File: src/rtl/wnpip_pkg.sv
// Shared types and constants for the winding-number point-in-polygon block.
// No dependencies; imported by every other file in rtl/.
`timescale 1ns / 1ps

package wnpip_pkg;

  localparam int NORM_W    = 18;
  localparam int OP_W      = 2;
  localparam int WIND_W    = 8;
  localparam int VCNT_W    = 7;
  localparam int CFG_IDX_W = 2;

  // cycles spent after the last rotation step so the edge pipeline drains
  localparam int DRAIN_CYC = 4;
  localparam int DRAIN_W   = 2;

  localparam int WIND_MAX = 127;
  localparam int WIND_MIN = -128;

  localparam logic [OP_W-1:0] OP_CLEAR  = 2'd0;
  localparam logic [OP_W-1:0] OP_APPEND = 2'd1;
  localparam logic [OP_W-1:0] OP_QUERY  = 2'd2;

  localparam logic [CFG_IDX_W-1:0] CFG_NORMAL_X = 2'd0;
  localparam logic [CFG_IDX_W-1:0] CFG_NORMAL_Y = 2'd1;
  localparam logic [CFG_IDX_W-1:0] CFG_NORMAL_Z = 2'd2;

  localparam logic signed [NORM_W-1:0] NORMAL_Z_RST = 18'sd65536;

  typedef enum logic [2:0] {
    ST_IDLE  = 3'b001,
    ST_ROT   = 3'b010,
    ST_DRAIN = 3'b100
  } state_t;

  // per-cell control: load a new vertex, or take the neighbor's vertex
  typedef struct packed {
    logic load;
    logic shift;
  } cell_ctl_t;

  // edge unit control: edge present this cycle, clear the accumulator
  typedef struct packed {
    logic vld;
    logic clr;
  } edge_ctl_t;

  // unsigned magnitude of a normal component; most negative code maps to 2^17
  function automatic logic [NORM_W-1:0] norm_mag(input logic signed [NORM_W-1:0] n);
    logic [NORM_W-1:0] m;
    m = n[NORM_W-1] ? (~n + 1'b1) : n;
    return m;
  endfunction

endpackage

File: src/rtl/wnpip_edge.sv
// Edge evaluation pipeline: crossing test of one polygon edge per cycle
// against the query point, exact cross-product sign, winding accumulator.
// Depends on wnpip_pkg.
`timescale 1ns / 1ps

module wnpip_edge #(
  parameter int COORD_BITS = 24,
  parameter int WN_W       = 8
) (
  input  logic                         clk,
  input  logic                         rst_n,
  input  wnpip_pkg::edge_ctl_t         ctl,
  input  logic signed [COORD_BITS-1:0] pu,
  input  logic signed [COORD_BITS-1:0] pv,
  input  logic signed [COORD_BITS-1:0] u1,
  input  logic signed [COORD_BITS-1:0] v1,
  input  logic signed [COORD_BITS-1:0] u2,
  input  logic signed [COORD_BITS-1:0] v2,
  output logic signed [WN_W-1:0]       wn
);

  localparam int D_W = COORD_BITS + 1;
  localparam int P_W = 2 * D_W;

  // stage A: edge endpoints
  logic                         a_vld_r;
  logic signed [COORD_BITS-1:0] a_u1_r, a_v1_r, a_u2_r, a_v2_r;
  // stage B: differences and crossing direction
  logic                         b_vld_r, b_up_r, b_dn_r;
  logic signed [D_W-1:0]        b_du_r, b_dpv_r, b_dpu_r, b_dv_r;
  // stage C: the two cross-product terms
  logic                         c_vld_r, c_up_r, c_dn_r;
  logic signed [P_W-1:0]        c_lhs_r, c_rhs_r;
  logic signed [WN_W-1:0]       acc_r;
  logic signed [WN_W-1:0]       acc_nxt;

  always_ff @(posedge clk) begin
    if (!rst_n) begin
      a_vld_r <= 1'b0;
      b_vld_r <= 1'b0;
      c_vld_r <= 1'b0;
    end else begin
      a_vld_r <= ctl.vld;
      b_vld_r <= a_vld_r;
      c_vld_r <= b_vld_r;
    end
  end

  always_ff @(posedge clk) begin
    a_u1_r  <= u1;
    a_v1_r  <= v1;
    a_u2_r  <= u2;
    a_v2_r  <= v2;

    b_up_r  <= (a_v1_r <= pv) && (a_v2_r > pv);
    b_dn_r  <= (a_v1_r > pv) && (a_v2_r <= pv);
    b_du_r  <= D_W'(a_u2_r) - D_W'(a_u1_r);
    b_dpv_r <= D_W'(pv) - D_W'(a_v1_r);
    b_dpu_r <= D_W'(pu) - D_W'(a_u1_r);
    b_dv_r  <= D_W'(a_v2_r) - D_W'(a_v1_r);

    c_up_r  <= b_up_r;
    c_dn_r  <= b_dn_r;
    c_lhs_r <= P_W'(b_du_r) * P_W'(b_dpv_r);
    c_rhs_r <= P_W'(b_dpu_r) * P_W'(b_dv_r);
  end

  always_comb begin
    acc_nxt = acc_r;
    if (ctl.clr) begin
      acc_nxt = '0;
    end else if (c_vld_r) begin
      if (c_up_r && (c_lhs_r > c_rhs_r)) begin
        acc_nxt = acc_r + WN_W'(1);
      end else if (c_dn_r && (c_lhs_r < c_rhs_r)) begin
        acc_nxt = acc_r - WN_W'(1);
      end
    end
  end

  always_ff @(posedge clk) begin
    if (!rst_n) begin
      acc_r <= '0;
    end else begin
      acc_r <= acc_nxt;
    end
  end

  assign wn = acc_r;

endmodule

File: config.mk
export PLATFORM = sky130hd
export DESIGN_NAME = wnpip_edge
export DESIGN_NICKNAME = d
export VERILOG_FILES = /design/src/rtl/wnpip_pkg.sv /design/src/rtl/wnpip_edge.sv
export SDC_FILE = /design/constraint.sdc
export NUM_CORES = 2
export LEC_CHECK = 0
export BUFFER_PORTS_ARGS = -buffer_cell sky130_fd_sc_hd__buf_2
export CAP_MARGIN = 20
export CORE_MARGIN = 1.5
export CORE_UTILIZATION = 45
export CTS_CLUSTER_SIZE = 8
export DETAILED_ROUTE_END_ITERATION = 10
export PLACE_DENSITY = 0.59
export SLEW_MARGIN = 20
export SYNTH_ARGS = -nofsm -noshare
export SYNTH_HDL_FRONTEND = slang
export SYNTH_SLANG_ARGS = --single-unit
File: constraint.sdc
create_clock -name clk -period 9.1 [get_ports clk]
set_clock_uncertainty 0.1 [all_clocks]
set_input_delay 1.82 -clock clk [delete_from_list [all_inputs] [get_ports clk]]
set_output_delay 1.82 -clock clk [all_outputs]
set_load 0.01 [all_outputs]
==> qor.csv <==
stage,metric,value,unit
yosys,synth_commonest_cells,"inv_1 (1441), fa_1 (1321), nand2_1 (680), and2_1 (617), ha_1 (459)",
yosys,syn_nets,8141,
setup_path,critPathSlowestCell,dfxtp_1,
sta,min_period,8.10,ns
clock_tree,clkTransAtPathRegs,0.05,ns
grt,gr-total-overflow,0,
hold_path,worstHoldPathCells,0,
setup_path,required,9.45,ns
detailed_routing,drtAntennaViolNets,0,
detailed_routing,met3_length,8220,um
yosys,synth-compound-area-share,6.16,%
setup_path,crit_arrival,8.45,ns
sta,tns,0,ns
detailed_routing,wl_per_cell,19.7,um
yosys,synth.mux.area_fraction,0.173,%
floorplanning,rows,132,
status,outcome,"complete, no violations",
grt,grt_use_total,25.1,%
setup_path,crit_path_start_kind,flip-flop,
sta,rsz0062_at_grt,false,
setup_path,r2r_slack,1.00,ns
detailed_routing,drt-total-wl,159000,um
setup_path,critPathMaxFanout,25,
setup_path,path_cells,nand2_1 > fa_1 > fa_1 > inv_1 > fa_1 > ha_1 > inv_1 > fa_1 > inv_1 > fa_1 > inv_1 > fa_1 > inv_1 > ha_1 > and3_1 > a221oi_2 > o31ai_2 > a2111oi_4 > o31ai_2 > a222oi_1 > a41oi_1 > a221oi_2 > xnor2_1,
yosys,avgSynthCellArea,9.42,um^2
clock_tree,clk_latency,0.60,ns
hold_path,min_path_type,reg -> reg,
floorplanning,core,129000,um^2
clock_tree,root_buffer,clkbuf_16,
yosys,synth_area_leaders,"fa_1 (45%), dfxtp_1 (11%), ha_1 (9.8%)",
sta,finalCritPeriodShare,89.0,%
yosys,synth_top_cell_by_area,fa_1,
setup_path,path_delay_family,adder cells,
detailed_routing,wl_met1,68800,um
yosys,ys_types,69,
grt,grt_pass1_wl,253000,um
sta,timing.hold.ws,0.225,ns
place,hpwlAfterDp,135000,um
yosys,synth_edf_count,0,
setup_path,cpMostUsedCell,fa_1,
yosys,synth_cells,6213,
yosys,synth_xor_area_share,2.96,%
setup_path,ff2ff_path_depth,23,
hold_path,hold_end,c_up_r,
floorplanning,die_w,364,um
clock_tree,numCtsBuffers,48,
yosys,synth_fa_ha_area_share,55.0,%
finish,fin_nets,8221,
finish,final_cell_count_no_fill,8052,
clock_tree,htree_levels,2,
sta,worst_pin_slew,1.19,ns
setup_path,reg2reg_from,b_dpu_r[8],
detailed_routing,dr_total_vias,41400,
detailed_routing,dr_wl_met2,77800,um
yosys,synth_flop_cell,dfxtp_1,
detailed_routing,drt_iter0_drc,2511,
place,routabilityCongestion,0.896,
floorplanning,die_area,132000,um^2
yosys,synth_warnings,0,
place,dpl.cell_count,7985,
clock_tree,cts_resized,0,
yosys,yosys.area.top_type_share,45.2,%
setup_path,path_buf_inv,5,
clock_tree,ctsHoldBuffers,0,
setup_path,critPathMaxStageDelay,1.10,ns
setup_path,path_class,reg -> reg,
yosys,seq_area_frac_synth,10.6,%
clock_tree,cts_tree,yes,
job,max_cap_viol_count,0,
grt,grt_max_degree,26,
floorplanning,pin_count,156,
grt,grt_pass1_vias,44900,
detailed_routing,drt_first_pass_iters,6,
finish,area_delta_synth_final,7.31,%
hold_path,hold_start,b_up_r,
sta,max_freq,123,MHz
sta,setup_viol,0,
sta,slew_headroom,20.7,%
detailed_routing,top_layer_used,met5,
yosys,synth_simple_gate_area_share,14.4,%
yosys,synth-async-reset-ratio,0,%
detailed_routing,via_per_inst,5.14,
yosys,yosys.cell_count.top_type,inv_1,
clock_tree,clock_sinks,311,
yosys,ys_seq_elements,311,
finish,final_util,48.6,%
setup_path,regToRegEndpoint,c_rhs_r[49],
yosys,synth.cell_area,58500,um^2
setup_path,cp-end-kind,flip-flop,
yosys,synth_top_family_by_area,adder cells,
detailed_routing,route.detailed.drc,0,
grt,antenna_found_initial,10,
sta,final-hold-violation-count,0,
floorplanning,start_util,45.3,%
place,portBuffers,155,
clock_tree,cts_max_path_buffers,3,
finish,drive_above_1_share,5.36,%
floorplanning,die_height,364,um
sta,slew_violations,0,
clock_tree,cts_setup_buffers,0,
[worst register-to-register path, delay by kind of cell, from the launching register on]
kind	cells	cell delay, ns
AOI/OAI and AO/OA	7	2.46
xor gates and xnor gates	1	0.09
adders and majority gates	8	3.53
buffers and inverters	5	0.25
DFF	1	1.10
and+or+nand+nor	2	0.42
[cell usage in the layout, fill, tap and decap left out, types with 15 or more instances in the layout]
master and n:
nor2_1 154, buf_4 99, o21a_1 23, nand4_1 31, buf_2 155, dfxtp_1 308, nand3_1 41, a31oi_1 19
a21o_1 113, inv_1 1441, xnor2_1 135, nand2_1 680, xor2_1 63, fa_1 1321, and3_1 16, a211oi_1 17
or3_1 15, and2_1 617, o21bai_1 20, a21oi_1 176, o21ai_0 90, nor2b_1 35, nand2b_1 47, clkbuf_16 48
nor3_1 32, ha_1 459
[state kept, by name, indices dropped and copies added (netlist names)]
name	flops
wn	8
a_v2_r	24
a_u1_r	24
b_dpu_r	25
c_up_r	1
b_dpv_r	25
b_dv_r	25
a_v1_r	24
c_vld_r	1
c_dn_r	1
c_lhs_r	50
a_vld_r	1
b_up_r	1
c_rhs_r	50
b_dn_r	1
b_du_r	25
a_u2_r	24
b_vld_r	1
[metrics by stage]
stage	setup slack (ns)	cell area (um^2)
2_1_floorplan	2.16	58500
3_3_place_gp	1.33	61400
3_5_place_dp	1.23	61400
4_1_cts	1.18	62800
5_1_grt	0.696	62800
6_report	1.00	62800
[cells by family after synthesis]
logic type      count (synthesis)
buf+inv                      1667
compound gates                558
flops                         311
simple gates                 1689
mux                            10
fa+ha+maj                    1780
xor+xnor                      198
[area by class of cell]
class                      count  area [um^2]
tap                         1742         2180
timing repair buffer         254         1520
antenna                        3         7.51
clock buffer                  56         1280
clock inverter                 8          130
multi-input combinational   4235        46000
fill                       12300        66500
sequential                   311         6230
inverter                    1443         5420
[routing by layer]
layer | up-vias | GRT usage (%)
li1 | 18600 | -
met1 | 21500 | 33.8
met2 | 1016 | 43.0
met3 | 186 | 3.07
met4 | 2 | 5.97
met5 | - | 0
[worst max path at each step]
stage | startpoint | to | slack [ns] | cells after the start
after floorplan | b_du_r[24] | c_lhs_r[46] | 2.16 | 23
after detailed placement | b_dpu_r[8] | c_rhs_r[49] | 1.23 | 23
after CTS | b_dv_r[7] | c_rhs_r[49] | 1.18 | 20
after global routing | b_dv_r[10] | c_rhs_r[49] | 0.70 | 19
after global placement | b_dpu_r[8] | c_rhs_r[49] | 1.33 | 23
final | b_dpu_r[8] | c_rhs_r[49] | 1.00 | 23
Power is left out: the tool's default activity adds up to more than one toggle a clock period on the data nets, which glitch-free logic cannot reach.
