`src/rtl/wnpip_pkg.sv`:
```
// Shared types and constants for the winding-number point-in-polygon block.
// No dependencies; imported by every other file in rtl/.
`timescale 1ns / 1ps

package wnpip_pkg;

  localparam int NORM_W    = 18;
  localparam int OP_W      = 2;
  localparam int WIND_W    = 8;
  localparam int VCNT_W    = 7;
  localparam int CFG_IDX_W = 2;

  // cycles spent after the last rotation step so the edge pipeline drains
  localparam int DRAIN_CYC = 4;
  localparam int DRAIN_W   = 2;

  localparam int WIND_MAX = 127;
  localparam int WIND_MIN = -128;

  localparam logic [OP_W-1:0] OP_CLEAR  = 2'd0;
  localparam logic [OP_W-1:0] OP_APPEND = 2'd1;
  localparam logic [OP_W-1:0] OP_QUERY  = 2'd2;

  localparam logic [CFG_IDX_W-1:0] CFG_NORMAL_X = 2'd0;
  localparam logic [CFG_IDX_W-1:0] CFG_NORMAL_Y = 2'd1;
  localparam logic [CFG_IDX_W-1:0] CFG_NORMAL_Z = 2'd2;

  localparam logic signed [NORM_W-1:0] NORMAL_Z_RST = 18'sd65536;

  typedef enum logic [2:0] {
    ST_IDLE  = 3'b001,
    ST_ROT   = 3'b010,
    ST_DRAIN = 3'b100
  } state_t;

  // per-cell control: load a new vertex, or take the neighbor's vertex
  typedef struct packed {
    logic load;
    logic shift;
  } cell_ctl_t;

  // edge unit control: edge present this cycle, clear the accumulator
  typedef struct packed {
    logic vld;
    logic clr;
  } edge_ctl_t;

  // unsigned magnitude of a normal component; most negative code maps to 2^17
  function automatic logic [NORM_W-1:0] norm_mag(input logic signed [NORM_W-1:0] n);
    logic [NORM_W-1:0] m;
    m = n[NORM_W-1] ? (~n + 1'b1) : n;
    return m;
  endfunction

endpackage

```
`src/rtl/wnpip_cell.sv`:
```
// One storage cell of the vertex chain: holds a projected (u, v) pair.
// Loads a vertex on append, or takes its neighbor's pair while rotating.
// Depends on wnpip_pkg.
`timescale 1ns / 1ps

module wnpip_cell #(
  parameter int COORD_BITS = 24
) (
  input  logic                         clk,
  input  wnpip_pkg::cell_ctl_t         ctl,
  input  logic signed [COORD_BITS-1:0] ld_u,
  input  logic signed [COORD_BITS-1:0] ld_v,
  input  logic signed [COORD_BITS-1:0] nb_u,
  input  logic signed [COORD_BITS-1:0] nb_v,
  output logic signed [COORD_BITS-1:0] u,
  output logic signed [COORD_BITS-1:0] v
);

  logic signed [COORD_BITS-1:0] u_r;
  logic signed [COORD_BITS-1:0] v_r;

  always_ff @(posedge clk) begin
    if (ctl.load) begin
      u_r <= ld_u;
      v_r <= ld_v;
    end else if (ctl.shift) begin
      u_r <= nb_u;
      v_r <= nb_v;
    end
  end

  assign u = u_r;
  assign v = v_r;

endmodule

```
`config.mk`:
```
export PLATFORM = sky130hd
export DESIGN_NAME = wnpip_cell
export DESIGN_NICKNAME = d
export VERILOG_FILES = /design/src/rtl/wnpip_pkg.sv /design/src/rtl/wnpip_cell.sv
export SDC_FILE = /design/constraint.sdc
export NUM_CORES = 1
export LEC_CHECK = 0
export BUFFER_PORTS_ARGS = -buffer_cell sky130_fd_sc_hd__buf_2
export CAP_MARGIN = 20
export CORE_UTILIZATION = 42
export CTS_BUF_LIST = sky130_fd_sc_hd__clkbuf_4 sky130_fd_sc_hd__clkbuf_8
export DETAILED_ROUTE_END_ITERATION = 10
export GPL_ROUTABILITY_DRIVEN = 1
export HOLD_SLACK_MARGIN = 0.08
export PLACE_DENSITY = 0.82
export SYNTH_ARGS = -nofsm -noshare
export SYNTH_HDL_FRONTEND = slang
export SYNTH_SLANG_ARGS = --single-unit
```
`constraint.sdc`:
```
create_clock -name clk -period 2.2 [get_ports clk]
set_input_delay 0.11 -clock clk [delete_from_list [all_inputs] [get_ports clk]]
set_output_delay 0.11 -clock clk [all_outputs]
set_load 0.1 [all_outputs]
```
==> results of run 1 <==
-- layer usage --
metal,wire [um],vias to the layer above,track usage (%)
li1,-,697,-
met1,1580,642,17.0
met2,2190,95,29.2
met3,465,9,7.08
met4,90,0,6.97
met5,0,-,0
-- power groups by stage --
stage | clock network (mW) | logic [mW] | registers, mW
after floorplan | 0 | 0.113 | 1.90
after global placement | 0 | 1.04 | 1.16
after detailed placement | 0 | 1.04 | 1.17
after CTS | 0.649 | 1.04 | 1.15
after global routing | 0.681 | 1.07 | 1.15
final | 0.623 | 1.04 | 1.14
-- cells in the final DEF (no fill, tap or decap), drive strengths merged --
master,count
clkbuf,5
mux2,48
or2,1
clkinv,1
bufinv,1
edfxtp,48
buf,148
clkinvlp,1
-- layout make-up --
type | instances | area (um2) | share of cell area, %
Timing Repair Buffer | 148 | 758 | 25.5
Sequential cell | 48 | 1440 | 48.4
Clock inverter | 3 | 42.5 | 1.43
Clock buffer | 5 | 68.8 | 2.31
Multi-Input combinational cell | 49 | 581 | 19.5
Tap cell | 67 | 83.8 | 2.82
-- final timing paths --
kind / from / endpoint / slack, ns / depth (start not counted)
setup / recovery: u[3]$_DFFE_PP_ / u[3] / 1.00 / 1
hold / removal: nb_u[8] / u[8]$_DFFE_PP_ / 0.11 / 2
-- stage by stage --
step | setup slack, ns | utilization (%)
global route | 0.964 | 63.0
CTS | 0.993 | 63.0
finish | 1.00 | 63.0
floorplan | 0.288 | -
detailed placement | 0.770 | 60.6
global placement | 0.801 | 60.6
-- kinds of logic (layout without fill, tap and decap cells) --
group	count (synthesis)	after routing	share of synthesized area [%]
muxes	48	48	27.8
buffers and inverters	5	156	2.18
DFF	48	48	69.7
and+or+nand+nor	1	1	0.303
-- sequential cells by signal, indices dropped and copies added, names as in the netlist --
name and cells:
u 24, v 24
==> metrics, run 1 <==
Tcrit/Tclk final=a little over half; GRT Util Overall=16.5%; #FFs+latches synth=48; post-CTS resize count=0; top post-synthesis cells by area=edfxtp_1, mux2_2, mux2_4, buf_4, buf_6; Distinct cells, synth=6; max incr delay on CP=0.43 ns; Post-synth ARST share=0%; Worst Path Buf+Inv=1; Pleak=between 1 and 1.5 nW; # hold bufs at CTS=0; Req. time, crit path=around 2.1 ns; RSZ-0062 raised after global routing=false; Die X=just over 70 um; CTS Buf Count=5; Psw=roughly 1.1 mW; P_int=1.66 mW; cell row count=25; Final Instance Count excl. Fillers=between 300 and 400; initial DRC count=55; largest net degree at the start of global routing=just under 50; worst hold slack=0.109 ns; IO buf count=approximately 150; most common cell in the netlist=edfxtp_1; Final #Nets=approximately 350; Placed Instances=312; Worst slew margin=between 50% and 60%; Tightest Hold Check Type=in -> reg; Net Sw Frac=a little over 40%; cell taking the most area after synthesis=edfxtp_1; number of global-route vias before repair=approximately 1400; clock share of power=about 22%; global-route wire length before repair=6320 um; Post-synth EDFFs=48; total number of H-tree levels=2; CTS tree=built; critical-path maximum fanout=1; Syn Std Cell Area=just over 2000 um2; Reg power frac=40.8%; ant diodes=0; sequential area share after synthesis=between 60% and 70%; Starting Density=around 44%; Fill cells=approximately 380; outcome=finished clean; Comb pwr share=roughly 37%; Detail Route Antenna Nets=0; Max-cap violations=0; Period minus WS final=1.20 ns; FMAX=834 MHz; WL/cell=roughly 14 um; CTS sink cnt=48; 1st-pass router iterations=3; CTS root buffer=clkbuf_8; CTS Buffer Depth=2; Worst-path clk slew=roughly 0.090 ns; critical path class=reg -> out; Mapped Cells=102; Slew Limit Fails=0; crit-path cells=buf_2; DRC violations left=0; I/O pin count=approximately 150; vias post-DR=1443; Worst Tran Pin Value=about 0.63 ns; Layout area overhead=43.9%; Die ar.=about 5200 um2; Synth top cells by count=edfxtp_1, mux2_2, mux2_4, buf_4, buf_6; share of layout cells above drive strength 1=about four fifths; Yosys Warn Count=0; pwr dens=roughly 940 nW/um2; core box area=around 4700 um2; dpl cell area=between 2000 and 3000 um2; Synth Net Count=201; setup bufs post-CTS=0; Final setup viols=0; Total Wirelength=~4300 um; slowest cell on the critical path=buf_2; Die Height=72.2 um; Final Hold Fails=0; main flop type after synthesis=edfxtp_1; Final Instance Area=between 2000 and 3000 um2; drt via density=around 4.5; setup_tns=0 ns; placer congestion estimate=0.721; Crit path arrival time=around 1.1 ns; startpoint types=flip-flop; crit end category=output port; total grt overflow=0; cell family with most CP delay=buffers and inverters; initial antenna violation count=0; Power Total=~2.8 mW; Mean Syn Cell Area=slightly above 20 um2; peak supply drop=roughly 0.44 mV; Synth top area share=between 60% and 70%
Note: power is estimated with default switching activity, not from simulation.
==> inputs of run 2 (changes only) <==
Clock period 2.2 ns to 1.2 ns, I/O delays scaled along.
==> run 2 against run 1 <==
Final cell count rose by 30%; clock power rose to 2.6 times the previous value; hold slack improved by 0.30 ns; worst setup slack lost 0.98 ns; total power is 110% higher; sequential share of layout area is 12 points lower; global-route usage is 15 points higher; clock-buffer cell count stayed put; flip-flop and latch count unchanged; first-iteration DRC count rose by 85%; non-clock buffer count is 97 higher; combinational power up 110%; critical path type unchanged; largest power group is now combinational cells.
==> metrics, run 2 (same netlist as run 1, synthesis figures left out) <==
met2 Use GR=57.1% (+28 points); total number of H-tree levels=2 (unchanged); initial antenna violation count=0 (unchanged); cell family with most CP delay=buffers and inverters; ant diodes=0 (unchanged); max incr delay on CP=0.44 ns (about the same); total grt overflow=0 (unchanged); vias post-DR=2053 (+42%); Period minus WS final=~1.2 ns; CTS Buffer Depth=2 (unchanged); startpoint types=flip-flop; Tightest Hold Check Type=in -> reg; commonest non-fill, non-tap cell in the layout=buf_2; peak supply drop=0.935 mV (+110%); RSZ-0062 raised after global routing=false; initial DRC count=102 (+85%); share of layout cells above drive strength 1=58.9% (-22 points); GRT Util Overall=32.0% (+15 points); slowest cell on the critical path=buf_2; Starting Density=43.8% (unchanged); cell row count=25 (unchanged); met1 Use GR=32.4% (+15 points); Final WS setup=0.0216 ns (-0.980 ns); M3 GR Usage=9.58% (+2.5 points); Worst-path clk slew=0.10 ns (about the same); FMAX=between 800 and 900 MHz; dpl ws=0.0650 ns (-0.705 ns); Die X=72.2 um (unchanged); Pleak=1.79 nW (+31%); Final #Nets=448 (+28%); Hold Crit Start=ctl[1]; DRC violations left=0 (unchanged); CTS tree=built; I/O pin count=147 (unchanged); Req. time, crit path=1.14 ns (-0.95 ns); Final setup viols=0 (unchanged); global-route wire length before repair=11900 um (+88%); Detail Route Antenna Nets=0 (unchanged); Total Wirelength=8210 um (+90%); placer congestion estimate=0.740 (+2.7%); hold path endpoint=u[8]$_DFFE_PP_; Die Height=72.2 um (unchanged); Layout area overhead=93.0%; critical path class=reg -> out; Worst Tran Pin Value=0.656 ns (+0.0266 ns); pwr dens=1490 nW/um2 (+59%); critical-path maximum fanout=1 (unchanged); 1st-pass router iterations=4 (+1); outcome=finished clean; crit end category=output port; Worst slew margin=56.3% (-1.8 points); CTS sink cnt=48 (unchanged); Crit path arrival time=1.12 ns (+0.03 ns); hpwl dp=around 3700 um; IO buf count=146 (unchanged); crit-path cells=buf_2; CTS Buf Count=5 (unchanged); Power Total=5.95 mW (+110%); CTS root buffer=clkbuf_8; Die ar.=5210 um2 (unchanged); Slew Limit Fails=0 (unchanged); setup_tns=0 ns (unchanged); drt via density=4.92 (+9.2%); Worst Path Buf+Inv=1 (unchanged); number of global-route vias before repair=2230 (+60%); largest net degree at the start of global routing=49 (unchanged); Final Hold Fails=0 (unchanged); Hold Crit Depth=3 (+1); WL/cell=19.7 um (+45%); gr busiest metal=met2; core box area=4720 um2 (unchanged); most frequent cells in the layout=buf_2, dlygate4sd3_1, edfxtp_1; Tcrit/Tclk final=98.2%; Max-cap violations=0 (unchanged)
run 2: cell count changes in the layout (fill, tap and decap cells not counted), sizes merged:
cell and delta:
buf -2, bufinv +2, clkbuf +3, clkinv -1, clkinvlp -1, dlygate4sd3 +96
run 2: how the worst max path moves through the flow:
stage / slack (ns) / cells past startpoint / endpoint / from
after floorplan: 0.04 / 3 / u[0]$_DFFE_PP_ / ctl[1]
after global placement: 0.09 / 2 / u[19]$_DFFE_PP_ / ctl[1]
after detailed placement: 0.07 / 2 / u[19]$_DFFE_PP_ / ctl[1]
after CTS: 0.04 / 1 / u[2] / u[2]$_DFFE_PP_
after global routing: 0.005 / 1 / v[12] / v[12]$_DFFE_PP_
final: 0.02 / 1 / u[10] / u[10]$_DFFE_PP_
run 2: timing repair:
| item | CTS | global route |
|---|---|---|
| hold buffers | 95 | 1 |
| buffers inserted | 0 | 0 |
| endpoints found under the hold margin | 48 | 1 |
| endpoints found under the setup margin | 0 | 3 |
| gates resized for setup | 0 | 3 |
run 2: report_power, final:
group,switching [mW],internal [mW]
registers,0.0611,2.06
logic,1.65,0.573
clock network,0.572,1.04
total,2.28,3.67
run 2: stage by stage:
step / std cells / util, % / area, um2 / hold slack [ns]
after global routing: 417 / 84.5 / 3990 / 0.420
after global placement: 313 / 60.6 / 2860 / 0.360
after CTS: 416 / 84.1 / 3970 / 0.0817
after detailed placement: 313 / 60.6 / 2860 / 0.363
after floorplan: 102 / - / 2070 / 0.277
final: 417 / 84.5 / 3990 / 0.410
run 2: layer usage:
| metal | vias up | share of wire, % |
|---|---|---|
| li1 | 894 | - |
| met1 | 952 | 35 |
| met2 | 159 | 50 |
| met3 | 48 | 8.4 |
| met4 | 0 | 6.1 |
| met5 | - | 0 |
run 2: area by class of cell:
| cell class | count | area (um2) |
|---|---|---|
| multi-input combinational | 49 | 583 |
| clock inverter | 3 | 90.1 |
| clock buffer | 5 | 68.8 |
| timing repair buffer | 245 | 1720 |
| tap | 67 | 83.8 |
| fill | 204 | 734 |
| sequential | 48 | 1440 |
==> inputs of run 3 (changes only) <==
Settings changed: PLACE_DENSITY 0.82 to 0.93, TNS_END_PERCENT set to 100.
==> run 3 against run 2 <==
Design area shrank 1.7%; critical path depth is the same; maximum frequency grew 0.19%; core utilization shrank 1.4 points; clock-buffer cell count is the same; sequential power is essentially flat; flip-flop and latch count is the same; hold slack lost 0.30 ns.
==> metrics, run 3 (same netlist as run 1, synthesis figures left out) <==
Detail Route Antenna Nets=0 (unchanged); cell family with most CP delay=buffers and inverters; Final setup viols=0 (unchanged); Final Hold Fails=0 (unchanged); Worst Tran Pin Value=0.645 ns (-0.0103 ns); worst hold slack=0.109 ns (-0.300 ns); Net Sw Frac=40.9% (+2.6 points); total number of H-tree levels=2 (unchanged); critical path class=reg -> out; number of global-route vias before repair=2141 (-4.0%); outcome=finished clean; Worst slew margin=57.0% (+0.69 points); Reg power frac=38.7% (+3.1 points); dpl cell area=2860 um2 (unchanged); Period minus WS final=1.18 ns (-0.00226 ns); Comb pwr share=40.1% (+2.8 points); crit end category=output port; max incr delay on CP=0.43 ns (about the same); pwr dens=1400 nW/um2 (-6.2%); initial DRC count=88 (-14%); share of layout cells above drive strength 1=59.2% (+0.34 points); Starting Density=43.8% (unchanged); Req. time, crit path=1.14 ns (about the same); Tcrit/Tclk final=98.0% (-0.19 points); Die ar.=5210 um2 (unchanged); setup_tns=0 ns (unchanged); peak supply drop=0.722 mV (-23%); drt via density=4.77 (-3.1%); 1st-pass router iterations=5 (+1); Slew Limit Fails=0 (unchanged); Worst Path Buf+Inv=1 (unchanged); FMAX=850 MHz (+0.19%); slowest cell on the critical path=buf_2; IO buf count=146 (unchanged); cell row count=25 (unchanged); I/O pin count=147 (unchanged); clock share of power=21.2% (-5.9 points); Placed Instances=313 (unchanged); core box area=4720 um2 (unchanged); initial antenna violation count=0 (unchanged); crit-path cells=buf_2; GRT Util Overall=29.1% (-2.8 points); WL/cell=18.3 um (-7.0%); Psw=2.25 mW (-1.5%); Crit path arrival time=1.12 ns (about the same); Final Instance Area=3920 um2 (-1.7%); vias post-DR=1984 (-3.4%); most frequent cells in the layout=buf_2, dlygate4sd3_1, edfxtp_1; CTS Buf Count=5 (unchanged); critical-path maximum fanout=1 (unchanged); Layout area overhead=89.7%; CTS Buffer Depth=2 (unchanged); commonest non-fill, non-tap cell in the layout=buf_2; Die Height=72.2 um (unchanged); global-route wire length before repair=10700 um (-9.9%); Max-cap violations=0 (unchanged); Die X=72.2 um (unchanged); hpwl dp=3480 um (-6.4%); Final Instance Count excl. Fillers=416 (-0.24%); Final #Nets=446 (-0.45%); Worst-path clk slew=0.09 ns (about the same); Tightest Hold Check Type=in -> reg; CTS tree=built; placer congestion estimate=0.709 (-4.2%); largest net degree at the start of global routing=49 (unchanged); startpoint types=flip-flop; DRC violations left=0 (unchanged); Pleak=1.76 nW (-1.9%); CTS root buffer=clkbuf_8; RSZ-0062 raised after global routing=false; total grt overflow=0 (unchanged); CTS sink cnt=48 (unchanged); P_int=3.24 mW (-12%); Total Wirelength=7620 um (-7.2%)
[run 3: routing by layer]
layer	routed length, um	global-route usage (%)	vias to the layer above
li1	-	-	888
met1	2670	30.1	926
met2	3950	51.6	135
met3	648	9.17	35
met4	351	17.4	0
met5	0	0	-
[run 3: area by class of cell]
cell class | count | area, um2
Antenna cell | 1 | 2.50
Clock buffer | 5 | 68.8
Clock inverter | 3 | 42.5
Fill cell | 239 | 802
Multi-Input combinational cell | 49 | 583
Sequential cell | 48 | 1440
Tap cell | 67 | 83.8
Timing Repair Buffer | 243 | 1700
[run 3: final timing paths]
| kind | startpoint | to | cells past startpoint |
|---|---|---|---|
| min | nb_v[16] | v[16]$_DFFE_PP_ | 2 |
| max | v[18]$_DFFE_PP_ | v[18] | 1 |
[run 3: what timing repair did]
item / in CTS / in global routing
hold buffers: 94 / 0
gates resized for setup: 0 / 2
setup endpoints to repair: 0 / 2
setup buffers: 0 / 0
hold endpoints to repair: 48 / 0
[run 3: per-stage QoR]
step	power, mW	util, %	setup slack [ns]
after detailed placement	4.05	60.6	0.0742
after global placement	4.03	60.6	0.111
final	5.49	83.0	0.0239
after floorplan	3.70	-	0.0411
after CTS	5.43	82.9	0.0390
after global routing	5.63	83.0	0.00842
[run 3: power groups by stage]
stage	sequential, mW	clock, mW	combinational, mW
final	2.12	1.17	2.20
after global routing	2.14	1.24	2.25
after CTS	2.11	1.18	2.14
after detailed placement	2.15	0	1.91
after global placement	2.14	0	1.89
after floorplan	3.49	0	0.208
